## src/sbt_pkg.sv

```systemverilog
// ---------------------------------------------------------------------------
// sbt_pkg: shared constants and functions for the source byte tokenizer
// Token kind codes, lexer mode codes and the byte classification
// functions used by the front end.
// ---------------------------------------------------------------------------
package sbt_pkg;

  localparam int OffsetWidthDefault = 24;
  localparam int LineWidthDefault   = 16;
  localparam int KindWidth          = 5;

  // lexer modes
  localparam logic [2:0] M_IDLE   = 3'd0;
  localparam logic [2:0] M_IDENT  = 3'd1;
  localparam logic [2:0] M_OP     = 3'd2;
  localparam logic [2:0] M_SLASH  = 3'd3;
  localparam logic [2:0] M_LINE   = 3'd4;
  localparam logic [2:0] M_BLOCK  = 3'd5;
  localparam logic [2:0] M_STAR   = 3'd6;
  localparam logic [2:0] M_STRING = 3'd7;

  // token kinds
  localparam logic [4:0] K_EOF    = 5'd0;
  localparam logic [4:0] K_ERROR  = 5'd1;
  localparam logic [4:0] K_IDENT  = 5'd2;
  localparam logic [4:0] K_STRING = 5'd3;
  localparam logic [4:0] K_IF     = 5'd4;
  localparam logic [4:0] K_RET    = 5'd5;
  localparam logic [4:0] K_ELSE   = 5'd6;
  localparam logic [4:0] K_FUNC   = 5'd7;
  localparam logic [4:0] K_NONE   = 5'd0;
  localparam logic [4:0] K_SLASH  = 5'd31;

  // one-byte punctuation kind, K_NONE if not punctuation
  function automatic logic [4:0] single_kind(input logic [7:0] b);
    logic [4:0] k;
    k = K_NONE;
    unique case (b)
      8'h28: k = 5'd8;
      8'h29: k = 5'd9;
      8'h7B: k = 5'd10;
      8'h7D: k = 5'd11;
      8'h5B: k = 5'd12;
      8'h5D: k = 5'd13;
      8'h2C: k = 5'd14;
      8'h2E: k = 5'd15;
      8'h3B: k = 5'd20;
      default: k = K_NONE;
    endcase
    return k;
  endfunction

  // lone operator kind; its two-byte form is kind + 1
  function automatic logic [4:0] op_kind(input logic [7:0] b);
    logic [4:0] k;
    k = K_NONE;
    unique case (b)
      8'h2D: k = 5'd16;
      8'h2B: k = 5'd18;
      8'h2A: k = 5'd21;
      8'h21: k = 5'd23;
      8'h3D: k = 5'd25;
      8'h3C: k = 5'd27;
      8'h3E: k = 5'd29;
      default: k = K_NONE;
    endcase
    return k;
  endfunction

  function automatic logic [7:0] op_second(input logic [7:0] b);
    logic [7:0] s;
    if (b == 8'h2D || b == 8'h2B || b == 8'h2A) begin
      s = b;
    end else begin
      s = 8'h3D;
    end
    return s;
  endfunction

  function automatic logic is_letter(input logic [7:0] b);
    logic [7:0] l;
    l = b | 8'h20;
    return (l >= 8'h61 && l <= 8'h7A) || b == 8'h5F;
  endfunction

  function automatic logic is_digit(input logic [7:0] b);
    return b >= 8'h30 && b <= 8'h39;
  endfunction

endpackage

```

## src/sbt_front.sv

```systemverilog
// ---------------------------------------------------------------------------
// sbt_front: byte classifier and lexer state machine
// Takes one byte per cycle while take is high, tracks position and writes up
// to two tokens per byte into the token queue.
// ---------------------------------------------------------------------------
module sbt_front import sbt_pkg::*; #(
  parameter int OFFSET_WIDTH = OffsetWidthDefault,
  parameter int LINE_WIDTH   = LineWidthDefault
) (
  input  logic                    clk,
  input  logic                    rst,
  input  logic                    take,
  input  logic [7:0]              char_byte,
  output logic [1:0]              tok_count,
  output logic [KindWidth-1:0]    kind0,
  output logic [KindWidth-1:0]    kind1,
  output logic [LINE_WIDTH-1:0]   line0,
  output logic [LINE_WIDTH-1:0]   line1,
  output logic [LINE_WIDTH-1:0]   col0,
  output logic [LINE_WIDTH-1:0]   col1,
  output logic [OFFSET_WIDTH-1:0] soff0,
  output logic [OFFSET_WIDTH-1:0] soff1,
  output logic [OFFSET_WIDTH-1:0] eoff0,
  output logic [OFFSET_WIDTH-1:0] eoff1
);

  localparam logic [LINE_WIDTH-1:0]   LineMax = '1;
  localparam logic [OFFSET_WIDTH-1:0] OffMax  = '1;
  localparam logic [LINE_WIDTH-1:0]   LineOne = LINE_WIDTH'(1);

  logic [2:0]              mode, mode_next;
  logic [7:0]              pend, pend_next;
  logic [LINE_WIDTH-1:0]   tline, tline_next, tcol, tcol_next;
  logic [OFFSET_WIDTH-1:0] toff, toff_next;
  logic [LINE_WIDTH-1:0]   cline, cline_next, ccol, ccol_next;
  logic [OFFSET_WIDTH-1:0] coff, coff_next;
  logic [31:0]             prefix, prefix_next;
  logic [2:0]              ilen, ilen_next;

  // position after the current byte
  logic                    nl_any, nl_lf;
  logic [LINE_WIDTH-1:0]   adv_line_a, adv_line_l, adv_col_a, adv_col_l;
  logic [OFFSET_WIDTH-1:0] adv_off;
  logic [LINE_WIDTH-1:0]   line_inc, col_inc;
  logic [4:0]              ident_k;

  always_comb begin
    nl_lf      = char_byte == 8'h0A;
    nl_any     = nl_lf || char_byte == 8'h0D;
    adv_off    = (coff < OffMax) ? coff + OFFSET_WIDTH'(1) : coff;
    line_inc   = (cline < LineMax) ? cline + LineOne : cline;
    col_inc    = (ccol < LineMax) ? ccol + LineOne : ccol;
    adv_line_a = nl_any ? line_inc : cline;
    adv_col_a  = nl_any ? '0 : col_inc;
    adv_line_l = nl_lf ? line_inc : cline;
    adv_col_l  = nl_lf ? '0 : col_inc;
  end

  always_comb begin
    priority if (ilen == 3'd2 && prefix == 32'h0000_6966) begin
      ident_k = K_IF;
    end else if (ilen == 3'd3 && prefix == 32'h0072_6574) begin
      ident_k = K_RET;
    end else if (ilen == 3'd4 && prefix == 32'h656C_7365) begin
      ident_k = K_ELSE;
    end else if (ilen == 3'd4 && prefix == 32'h6675_6E63) begin
      ident_k = K_FUNC;
    end else begin
      ident_k = K_IDENT;
    end
  end

  // lexer next state and token generation
  always_comb begin
    logic fall;  // byte goes on to the idle handling
    logic [LINE_WIDTH-1:0]   fl, fc;
    logic [OFFSET_WIDTH-1:0] fo;
    mode_next = mode; pend_next = pend;
    tline_next = tline; tcol_next = tcol; toff_next = toff;
    cline_next = cline; ccol_next = ccol; coff_next = coff;
    prefix_next = prefix; ilen_next = ilen;
    tok_count = 2'd0;
    kind0 = K_NONE; kind1 = K_NONE;
    line0 = tline; col0 = tcol; soff0 = toff; eoff0 = coff;
    line1 = tline; col1 = tcol; soff1 = toff; eoff1 = coff;
    fall = 1'b0;
    fl = '0; fc = '0; fo = '0;

    unique case (mode)
      M_IDENT: begin
        if (is_letter(char_byte) || is_digit(char_byte)) begin
          if (ilen < 3'd4) prefix_next = {prefix[23:0], char_byte};
          if (ilen < 3'd7) ilen_next = ilen + 3'd1;
          cline_next = adv_line_a; ccol_next = adv_col_a; coff_next = adv_off;
        end else begin
          tok_count = 2'd1; kind0 = ident_k; fall = 1'b1;
        end
      end
      M_OP: begin
        if (char_byte == op_second(pend)) begin
          cline_next = adv_line_a; ccol_next = adv_col_a; coff_next = adv_off;
          tok_count = 2'd1; kind0 = op_kind(pend) + 5'd1; eoff0 = adv_off;
          mode_next = M_IDLE;
        end else begin
          tok_count = 2'd1; kind0 = op_kind(pend); fall = 1'b1;
        end
      end
      M_SLASH: begin
        if (char_byte == 8'h2F || char_byte == 8'h2A) begin
          cline_next = adv_line_a; ccol_next = adv_col_a; coff_next = adv_off;
          mode_next = (char_byte == 8'h2F) ? M_LINE : M_BLOCK;
        end else begin
          tok_count = 2'd1; kind0 = K_SLASH; fall = 1'b1;
        end
      end
      M_LINE: begin
        if (char_byte == 8'h0A || char_byte == 8'h00) begin
          fall = 1'b1;
        end else begin
          cline_next = adv_line_l; ccol_next = adv_col_l; coff_next = adv_off;
        end
      end
      M_BLOCK, M_STAR, M_STRING: begin
        if (char_byte == 8'h00) begin
          tok_count = 2'd1; kind0 = K_ERROR; fall = 1'b1;
        end else begin
          cline_next = adv_line_l; ccol_next = adv_col_l; coff_next = adv_off;
          if (mode == M_STRING) begin
            if (char_byte == 8'h22) begin
              tok_count = 2'd1; kind0 = K_STRING; eoff0 = adv_off;
              mode_next = M_IDLE;
            end
          end else if (mode == M_STAR && char_byte == 8'h2F) begin
            mode_next = M_IDLE;
          end else begin
            mode_next = (char_byte == 8'h2A) ? M_STAR : M_BLOCK;
          end
        end
      end
      default: fall = 1'b1;
    endcase

    if (fall) begin
      mode_next = M_IDLE;
      if (char_byte == 8'h00) begin
        // end of text: EOF at current position, then back to reset state
        fl = cline; fc = ccol; fo = coff;
        if (tok_count == 2'd0) begin
          kind0 = K_EOF; line0 = fl; col0 = fc; soff0 = fo; eoff0 = fo;
        end else begin
          kind1 = K_EOF; line1 = fl; col1 = fc; soff1 = fo; eoff1 = fo;
        end
        tok_count = tok_count + 2'd1;
        pend_next = '0; tline_next = LineOne; tcol_next = '0; toff_next = '0;
        cline_next = LineOne; ccol_next = '0; coff_next = '0;
        prefix_next = '0; ilen_next = '0;
      end else if (char_byte == 8'h20 || char_byte == 8'h09 || nl_any) begin
        cline_next = adv_line_a; ccol_next = adv_col_a; coff_next = adv_off;
      end else begin
        tline_next = cline; tcol_next = ccol; toff_next = coff;
        cline_next = adv_line_a; ccol_next = adv_col_a; coff_next = adv_off;
        if (is_letter(char_byte)) begin
          mode_next = M_IDENT; prefix_next = {24'd0, char_byte}; ilen_next = 3'd1;
        end else if (single_kind(char_byte) != K_NONE || !(op_kind(char_byte) != K_NONE
                     || char_byte == 8'h2F || char_byte == 8'h22)) begin
          fc = ccol;
          if (tok_count == 2'd0) begin
            kind0 = (single_kind(char_byte) != K_NONE) ? single_kind(char_byte) : K_ERROR;
            line0 = cline; col0 = fc; soff0 = coff; eoff0 = adv_off;
          end else begin
            kind1 = (single_kind(char_byte) != K_NONE) ? single_kind(char_byte) : K_ERROR;
            line1 = cline; col1 = fc; soff1 = coff; eoff1 = adv_off;
          end
          tok_count = tok_count + 2'd1;
        end else if (op_kind(char_byte) != K_NONE) begin
          mode_next = M_OP; pend_next = char_byte;
        end else if (char_byte == 8'h2F) begin
          mode_next = M_SLASH;
        end else begin
          mode_next = M_STRING;
        end
      end
    end
  end

  always_ff @(posedge clk) begin
    if (rst) begin
      mode <= M_IDLE; pend <= '0;
      tline <= LineOne; tcol <= '0; toff <= '0;
      cline <= LineOne; ccol <= '0; coff <= '0;
      prefix <= '0; ilen <= '0;
    end else if (take) begin
      mode <= mode_next; pend <= pend_next;
      tline <= tline_next; tcol <= tcol_next; toff <= toff_next;
      cline <= cline_next; ccol <= ccol_next; coff <= coff_next;
      prefix <= prefix_next; ilen <= ilen_next;
    end
  end

endmodule

```

## src/sbt_queue.sv

```systemverilog
// ---------------------------------------------------------------------------
// sbt_queue: token queue between lexer and result port
// Writes zero, one or two tokens per cycle, reads one per cycle while rd is high.
// ---------------------------------------------------------------------------
module sbt_queue import sbt_pkg::*; #(
  parameter int OFFSET_WIDTH = OffsetWidthDefault,
  parameter int LINE_WIDTH   = LineWidthDefault
) (
  input  logic                    clk,
  input  logic                    rst,
  input  logic [1:0]              wr_count,
  input  logic [KindWidth-1:0]    kind0,
  input  logic [KindWidth-1:0]    kind1,
  input  logic [LINE_WIDTH-1:0]   line0,
  input  logic [LINE_WIDTH-1:0]   line1,
  input  logic [LINE_WIDTH-1:0]   col0,
  input  logic [LINE_WIDTH-1:0]   col1,
  input  logic [OFFSET_WIDTH-1:0] soff0,
  input  logic [OFFSET_WIDTH-1:0] soff1,
  input  logic [OFFSET_WIDTH-1:0] eoff0,
  input  logic [OFFSET_WIDTH-1:0] eoff1,
  input  logic                    rd,
  output logic                    has_room,
  output logic                    not_empty,
  output logic [KindWidth-1:0]    token_kind,
  output logic [LINE_WIDTH-1:0]   start_line,
  output logic [LINE_WIDTH-1:0]   start_column,
  output logic [OFFSET_WIDTH-1:0] start_offset,
  output logic [OFFSET_WIDTH-1:0] end_offset,
  output logic                    last_of_run
);

  localparam int Depth = 4;
  localparam int EntW  = KindWidth + 2 * LINE_WIDTH + 2 * OFFSET_WIDTH + 1;

  logic [EntW-1:0] ent [Depth];
  logic [1:0] wp, rp;
  logic [2:0] cnt;
  logic [EntW-1:0] e0, e1;

  assign e0 = {kind0, line0, col0, soff0, eoff0, wr_count == 2'd1};
  assign e1 = {kind1, line1, col1, soff1, eoff1, 1'b1};
  // room for two more tokens; a pop in the same cycle is not counted
  assign has_room  = cnt <= 3'd2;
  assign not_empty = cnt != 3'd0;
  assign {token_kind, start_line, start_column, start_offset, end_offset, last_of_run} =
    ent[rp];

  always_ff @(posedge clk) begin
    if (wr_count != 2'd0) ent[wp] <= e0;
    if (wr_count == 2'd2) ent[wp + 2'd1] <= e1;
  end

  always_ff @(posedge clk) begin
    if (rst) begin
      wp <= '0; rp <= '0; cnt <= '0;
    end else begin
      wp  <= wp + wr_count;
      rp  <= rp + {1'b0, rd};
      cnt <= cnt + {1'b0, wr_count} - {2'b0, rd};
    end
  end

endmodule

```

## src/source_byte_tokenizer.sv

```systemverilog
// ---------------------------------------------------------------------------
// source_byte_tokenizer: streaming lexer for source text
// Lexer front end feeding a four-entry token queue that drives the results.
// ---------------------------------------------------------------------------
//  channel | signals                         | transfer when
//  bytes   | push, full, char_byte           | push && !full
//  tokens  | pop, empty, token_kind ... last | pop && !empty
//
// One byte per cycle while full is low, giving zero to two tokens; the lexer
// state is registered. full rises when fewer than two queue slots are free.
// Synchronous reset returns lexer state to line 1, column 0, offset 0 and
// empties the queue. Tokens leave one per cycle while pop is high.
module source_byte_tokenizer import sbt_pkg::*; #(
  parameter int OFFSET_WIDTH = OffsetWidthDefault,
  parameter int LINE_WIDTH   = LineWidthDefault
) (
  input  logic                    clk,
  input  logic                    rst,
  input  logic                    push,
  output logic                    full,
  input  logic [7:0]              char_byte,
  input  logic                    pop,
  output logic                    empty,
  output logic [4:0]              token_kind,
  output logic [LINE_WIDTH-1:0]   start_line,
  output logic [LINE_WIDTH-1:0]   start_column,
  output logic [OFFSET_WIDTH-1:0] start_offset,
  output logic [OFFSET_WIDTH-1:0] end_offset,
  output logic                    last_of_run
);

  logic take, room, ne;
  logic [1:0] cnt;
  logic [KindWidth-1:0] k0, k1;
  logic [LINE_WIDTH-1:0] l0, l1, c0, c1;
  logic [OFFSET_WIDTH-1:0] s0, s1, e0, e1;

  assign full  = !room;
  assign empty = !ne;
  assign take  = push && room;

  sbt_front #(.OFFSET_WIDTH(OFFSET_WIDTH), .LINE_WIDTH(LINE_WIDTH)) u_front (
    .clk, .rst, .take, .char_byte, .tok_count(cnt),
    .kind0(k0), .kind1(k1), .line0(l0), .line1(l1), .col0(c0), .col1(c1),
    .soff0(s0), .soff1(s1), .eoff0(e0), .eoff1(e1)
  );

  sbt_queue #(.OFFSET_WIDTH(OFFSET_WIDTH), .LINE_WIDTH(LINE_WIDTH)) u_queue (
    .clk, .rst, .wr_count(take ? cnt : 2'd0),
    .kind0(k0), .kind1(k1), .line0(l0), .line1(l1), .col0(c0), .col1(c1),
    .soff0(s0), .soff1(s1), .eoff0(e0), .eoff1(e1),
    .rd(pop && ne), .has_room(room), .not_empty(ne),
    .token_kind, .start_line, .start_column, .start_offset, .end_offset, .last_of_run
  );

endmodule

```

## config.mk

```make
export PLATFORM = sky130hd
export DESIGN_NAME = source_byte_tokenizer
export DESIGN_NICKNAME = d
export VERILOG_FILES = /design/src/sbt_pkg.sv /design/src/sbt_front.sv /design/src/sbt_queue.sv /design/src/source_byte_tokenizer.sv
export SDC_FILE = /design/constraint.sdc
export NUM_CORES = 1
export LEC_CHECK = 0
export BUFFER_PORTS_ARGS = -buffer_cell sky130_fd_sc_hd__buf_2
export CAP_MARGIN = 0
export CORE_ASPECT_RATIO = 1.75
export CORE_UTILIZATION = 45
export DETAILED_ROUTE_END_ITERATION = 8
export PLACE_DENSITY_LB_ADDON = 0.1
export RECOVER_POWER = 100
export SLEW_MARGIN = 0
export SYNTH_ARGS = -nofsm -noshare
export SYNTH_HDL_FRONTEND = slang
export SYNTH_SLANG_ARGS = --single-unit
```

## constraint.sdc

```tcl
create_clock -name clk -period 9.65 [get_ports clk]
set_input_delay 1.93 -clock clk [delete_from_list [all_inputs] [get_ports clk]]
set_output_delay 1.93 -clock clk [all_outputs]
set_load 0.01 [all_outputs]
```

After elaboration in Yosys (flattened, before gate mapping)
Memories as Yosys holds them, arrays and structs flattened. A register that Yosys moved wholly into a read port is not among the register bits. Index checks and enable logic that the tools add are counted.

Flip-flop bits (word level): 165. Memory bits (writable): 344. Input port bits: 12. Memories kept: 1.

Memory list: u_queue.ent (words 4, bits a word 86, read ports 1, clocked after memory_dff 1, write ports 2, line sbt_queue.sv:36) `logic [EntW-1:0] ent [Depth];`.

Add/subtract/negate cells: 11. Order comparisons: 10. Equal/unequal tests: 56. Mux-type cells: 206. Reductions and logical operators: 42.

Operators with widths (count): $mux 24 (38); $mux 16 (48); $mux 5 (50); $mux 32 (7); $eq 8x6->1 const B (22); $pmux 16 s5 (2); $pmux 24 s5 (1); $pmux 5 s7 (2); $eq 32x31->1 const B (2); $mux 3 (21); $mux 8 (7); $pmux 24 s2 (1); $pmux 5 s9 (1); $eq 8x7->1 const B (5); $add 16x1->16 const B (2); $eq 32x15->1 const B (1); $eq 32x23->1 const B (1); $lt 16x16->1 const B (2); $reduce_bool 5->1 (5); $add 24x1->24 const B (1); $eq 8x4->1 const B (3); $lt 24x24->1 const B (1); $mux 2 (11); $pmux 5 s4 (1); 41 further kinds (90).

Logic depth before layout (Yosys ltp)
Depth after elaboration: 27. Depth in mapped cells: 20. Gate-level depth less buffers: 17.

Hierarchy
Synthesis repeated with hierarchy kept, for this count alone.

Cell total of the unflattened synthesis: 2471. Area, all modules: 27251.1 um^2.

By module, submodules not included: sbt_queue (times used 1, cells an instance 1221, area an instance 16917.5 um^2, seq. area each 10430.0 um^2); sbt_front (times used 1, cells an instance 1244, area an instance 10299.9 um^2, seq. area each 3163.0 um^2); source_byte_tokenizer (times used 1, cells an instance 6, area an instance 33.8 um^2, seq. area each 0.0 um^2).

Worst setup path before layout
Ideal clock, no wire load.

Path kind: input port to flip-flop. Start point: input port char_byte[7]. End point: memory u_queue.ent[0][10] (netlist bit) (enable). Data arrival time: 6.764 ns. Data required time: 8.821 ns. Slack: 2.057 ns. Stages on the path: 17. Cells stage by stage: buf_2 or4b_1 buf_2 nor4_4 a311oi_2 and3_4 inv_2 buf_6 ha_1 or4_1 a22oi_1 a2bb2oi_2 buf_6 buf_6 nand2b_1 buf_2 nand2_1.

RTL lines: from (decl) (line source_byte_tokenizer.sv:21) `input logic [7:0] char_byte,`; to (decl) (line sbt_queue.sv:36).

==> impl_metrics.tcl <==
set metrics [dict create \
    status "complete, but fails checks" \
    failed_checks "max-capacitance violations, max-slew violations" \
    syn_area_sq_um 26100 \
    cts_tree "yes" \
    drive_gt1_share_pct 10.41 \
    yosys_warnings 0 \
    rows 116 \
    grt_max_degree 104 \
    vias 19860 \
    synthCells 2341 \
    synthDistinctLibCells 97 \
    synth_seq_cells 509 \
    setup_slack_ps 1392 \
    diodes 0 \
    dp.cells 2977 \
    slew-limit-headroom_pct -200.2 \
    clock-sinks 509 \
    finalHoldViolCount 0 \
    path_max_fanout 43 \
    synth_common_cells "edfxtp_1 (340), a22o_1 (224), a21oi_1 (208)" \
    layout_min_cycle_time_ps 8258 \
    synth_top_cell_area_share_pct 39.12 \
    required_ps 9690 \
    startpoint_type "input port" \
    synth_area_leaders "edfxtp_1 (39%), dfxtp_1 (13%), a22o_1 (7.5%)" \
    placement.cell_area_sq_um 26730 \
    dieHeight_um 320.6 \
    dieArea_sq_um 59000 \
    tightest_slew_ps 4504 \
    power.leakage_nw 8.744 \
    synth_edf_count 340 \
    synth_most_common_cell "edfxtp_1" \
    port_buffers 99 \
    synth_top_cell_by_area "edfxtp_1" \
    crit_slowest_cell "clkbuf_2" \
    hold_path.class "reg -> reg" \
    dieWidth_um 184.0 \
    via_per_inst 6.484 \
    peakVddDrop_v 0.0001273 \
    clock_skew_ps 11.44 \
    setup_viol_count_final 0 \
    rr_startpoint "u_front.mode[1]" \
    endpoint_kind "flip-flop" \
    hp-start "u_front.pend[6]" \
    synth_seq_area_share_pct 52.08 \
    synth-async-reset-ratio_pct 0 \
    slew_viol_final 647 \
    grt_pass1_wl_um 119700 \
    cts_resized 0 \
    synth_ff_type "edfxtp_1" \
    nets 2285 \
    post-place-ws_ps 1773 \
    reg2reg_depth 12 \
    syn_to_final_growth_pct 7.292 \
    fin_area_sq_um 28000 \
    power_density_nw_per_um2 239.9 \
    grt_setup_unrepaired "false" \
    cp_cell_sequence "clkbuf_1, nor4_1, and2_0, buf_4, a311oi_1, and3_2, inv_1, ha_1, or4_1, a22oi_1, a2bb2oi_4, nand2b_1, nand2_4, clkbuf_2" \
    start_util_pct 45.64 \
    cts_max_level 2 \
    cts_made_buffers 46 \
    avgSynthCellArea_sq_um 11.15 \
    grt_pass1_vias 19780 \
    cts_setup_buffers 0 \
    period_share_pct 85.57 \
    firstDrtPassIters 6 \
    wl_um 79820 \
    io_pins 100 \
    multi_input_area_sq_um 11170 \
    core_area_sq_um 57180 \
    worstSetupPathType "in -> reg" \
    fmax_mhz 121.1 \
    clk_path_buf_depth 3 \
    critical_path.max_stage_delay_ps 960 \
    crit_start "char_byte[6]" \
    min_path_cells 1 \
    final.setup.tns_ps 0 \
    clock-root-buffer "clkbuf_16" \
    dr.first_iter.drc_count 1962 \
    clkSlewWorstSetupHoldPaths_ps 70 \
    clk_latency_ps 590 \
    p_total_w 0.006717 \
    grt_antenna_before_repair 0 \
    drc 0 \
    dp.final_hpwl_um 46690 \
    ant_nets 0 \
    place.gp.congestion 0.9365 \
    ctsHoldBuffers 0 \
    grt.total_usage_pct 26.98 \
    grt_overflow_total 0 \
    arrival_ps 8290 \
    synthesis.nets 2368 \
    wl_per_cell_um 26.06 \
    max_cap_violations 13 \
    fin_cells 3063 \
    nFillCells 5272 \
    seq_area_sq_um 13600 \
]
-- per-stage QoR --
stage	util, %	hold WS (ps)
finish	48.97	498.3
global route	48.97	525.7
CTS	49.47	501.4
detailed placement	46.74	484.1
global placement	46.74	470.5
floorplan	-	448.5
-- where the power goes --
group / switching, W / internal [W]
Clock: 0.000853 / 0.00108
Sequential: 0.000137 / 0.00266
Combinational: 0.00137 / 0.000616
-- area by class of cell --
cell class	instances	share of cell area, %
multi-input cells	1543	39.89
flip-flops and latches	509	48.56
well taps	767	3.427
clock inverters	27	1.130
repair buffers	130	2.189
inverters	28	0.3753
clock buffers	59	4.433
-- cell usage in the layout, fill, tap and decap left out, types with 23 or more instances in the layout --
cell type  Yosys  routed
clkbuf_16      0      47
nand3_1       51      51
a22oi_1      101     101
nand2_1      142     142
inv_1         27      28
o21ai_0       74      77
a21oi_1      208     209
a31oi_1       66      66
o22ai_1       50      48
nor3_1        57      57
edfxtp_1     340     340
mux4_2        86      86
clkbuf_1     161      98
nor2_1       177     178
and3_1        23      23
a22o_1       224     224
dfxtp_1      169     168
-- final timing paths --
path / slack [ps] / endpoint
max: 1390 / u_queue.ent[0][59]
min: 500 / u_front.pend[6]
max reg2reg: 3230 / u_queue.ent[0][59]
min reg2reg: 500 / u_front.pend[6]
-- routing by layer --
metal | wire (um) | vias up | part of all wire, % | track usage (%)
li1 | - | 8950 | - | -
met1 | 29850 | 9942 | 37 | 30.54
met2 | 42650 | 785 | 53 | 50.72
met3 | 4272 | 184 | 5.4 | 3.088
met4 | 3057 | 0 | 3.8 | 10.76
met5 | 0 | - | 0 | 0
-- flip-flops by register name, summed over array words and instances (netlist names) --
| name | count |
|---|---|
| u_front.ccol | 16 |
| u_front.cline | 16 |
| u_front.coff | 24 |
| u_front.ilen | 3 |
| u_front.mode | 3 |
| u_front.pend | 8 |
| u_front.prefix | 32 |
| u_front.tcol | 16 |
| u_front.tline | 16 |
| u_front.toff | 24 |
| u_queue.cnt | 3 |
| u_queue.ent | 344 |
| u_queue.rp | 2 |
| u_queue.wp | 2 |
-- critical path: cells and delay by family --
kind,cells,cell delay [ps]
fa+ha+maj,1,290
simple gates,6,2910
buf+inv,4,1880
compound gates,3,1180
-- cell families after synthesis --
logic type / Yosys count / share of synthesized area, %
mux: 97 / 7.843
xor+xnor: 14 / 0.4698
buf+inv: 289 / 5.120
flops: 509 / 52.08
compound gates: 813 / 21.99
fa+ha+maj: 15 / 0.7479
simple gates: 604 / 11.75
Note: power is estimated with default switching activity, not from simulation.
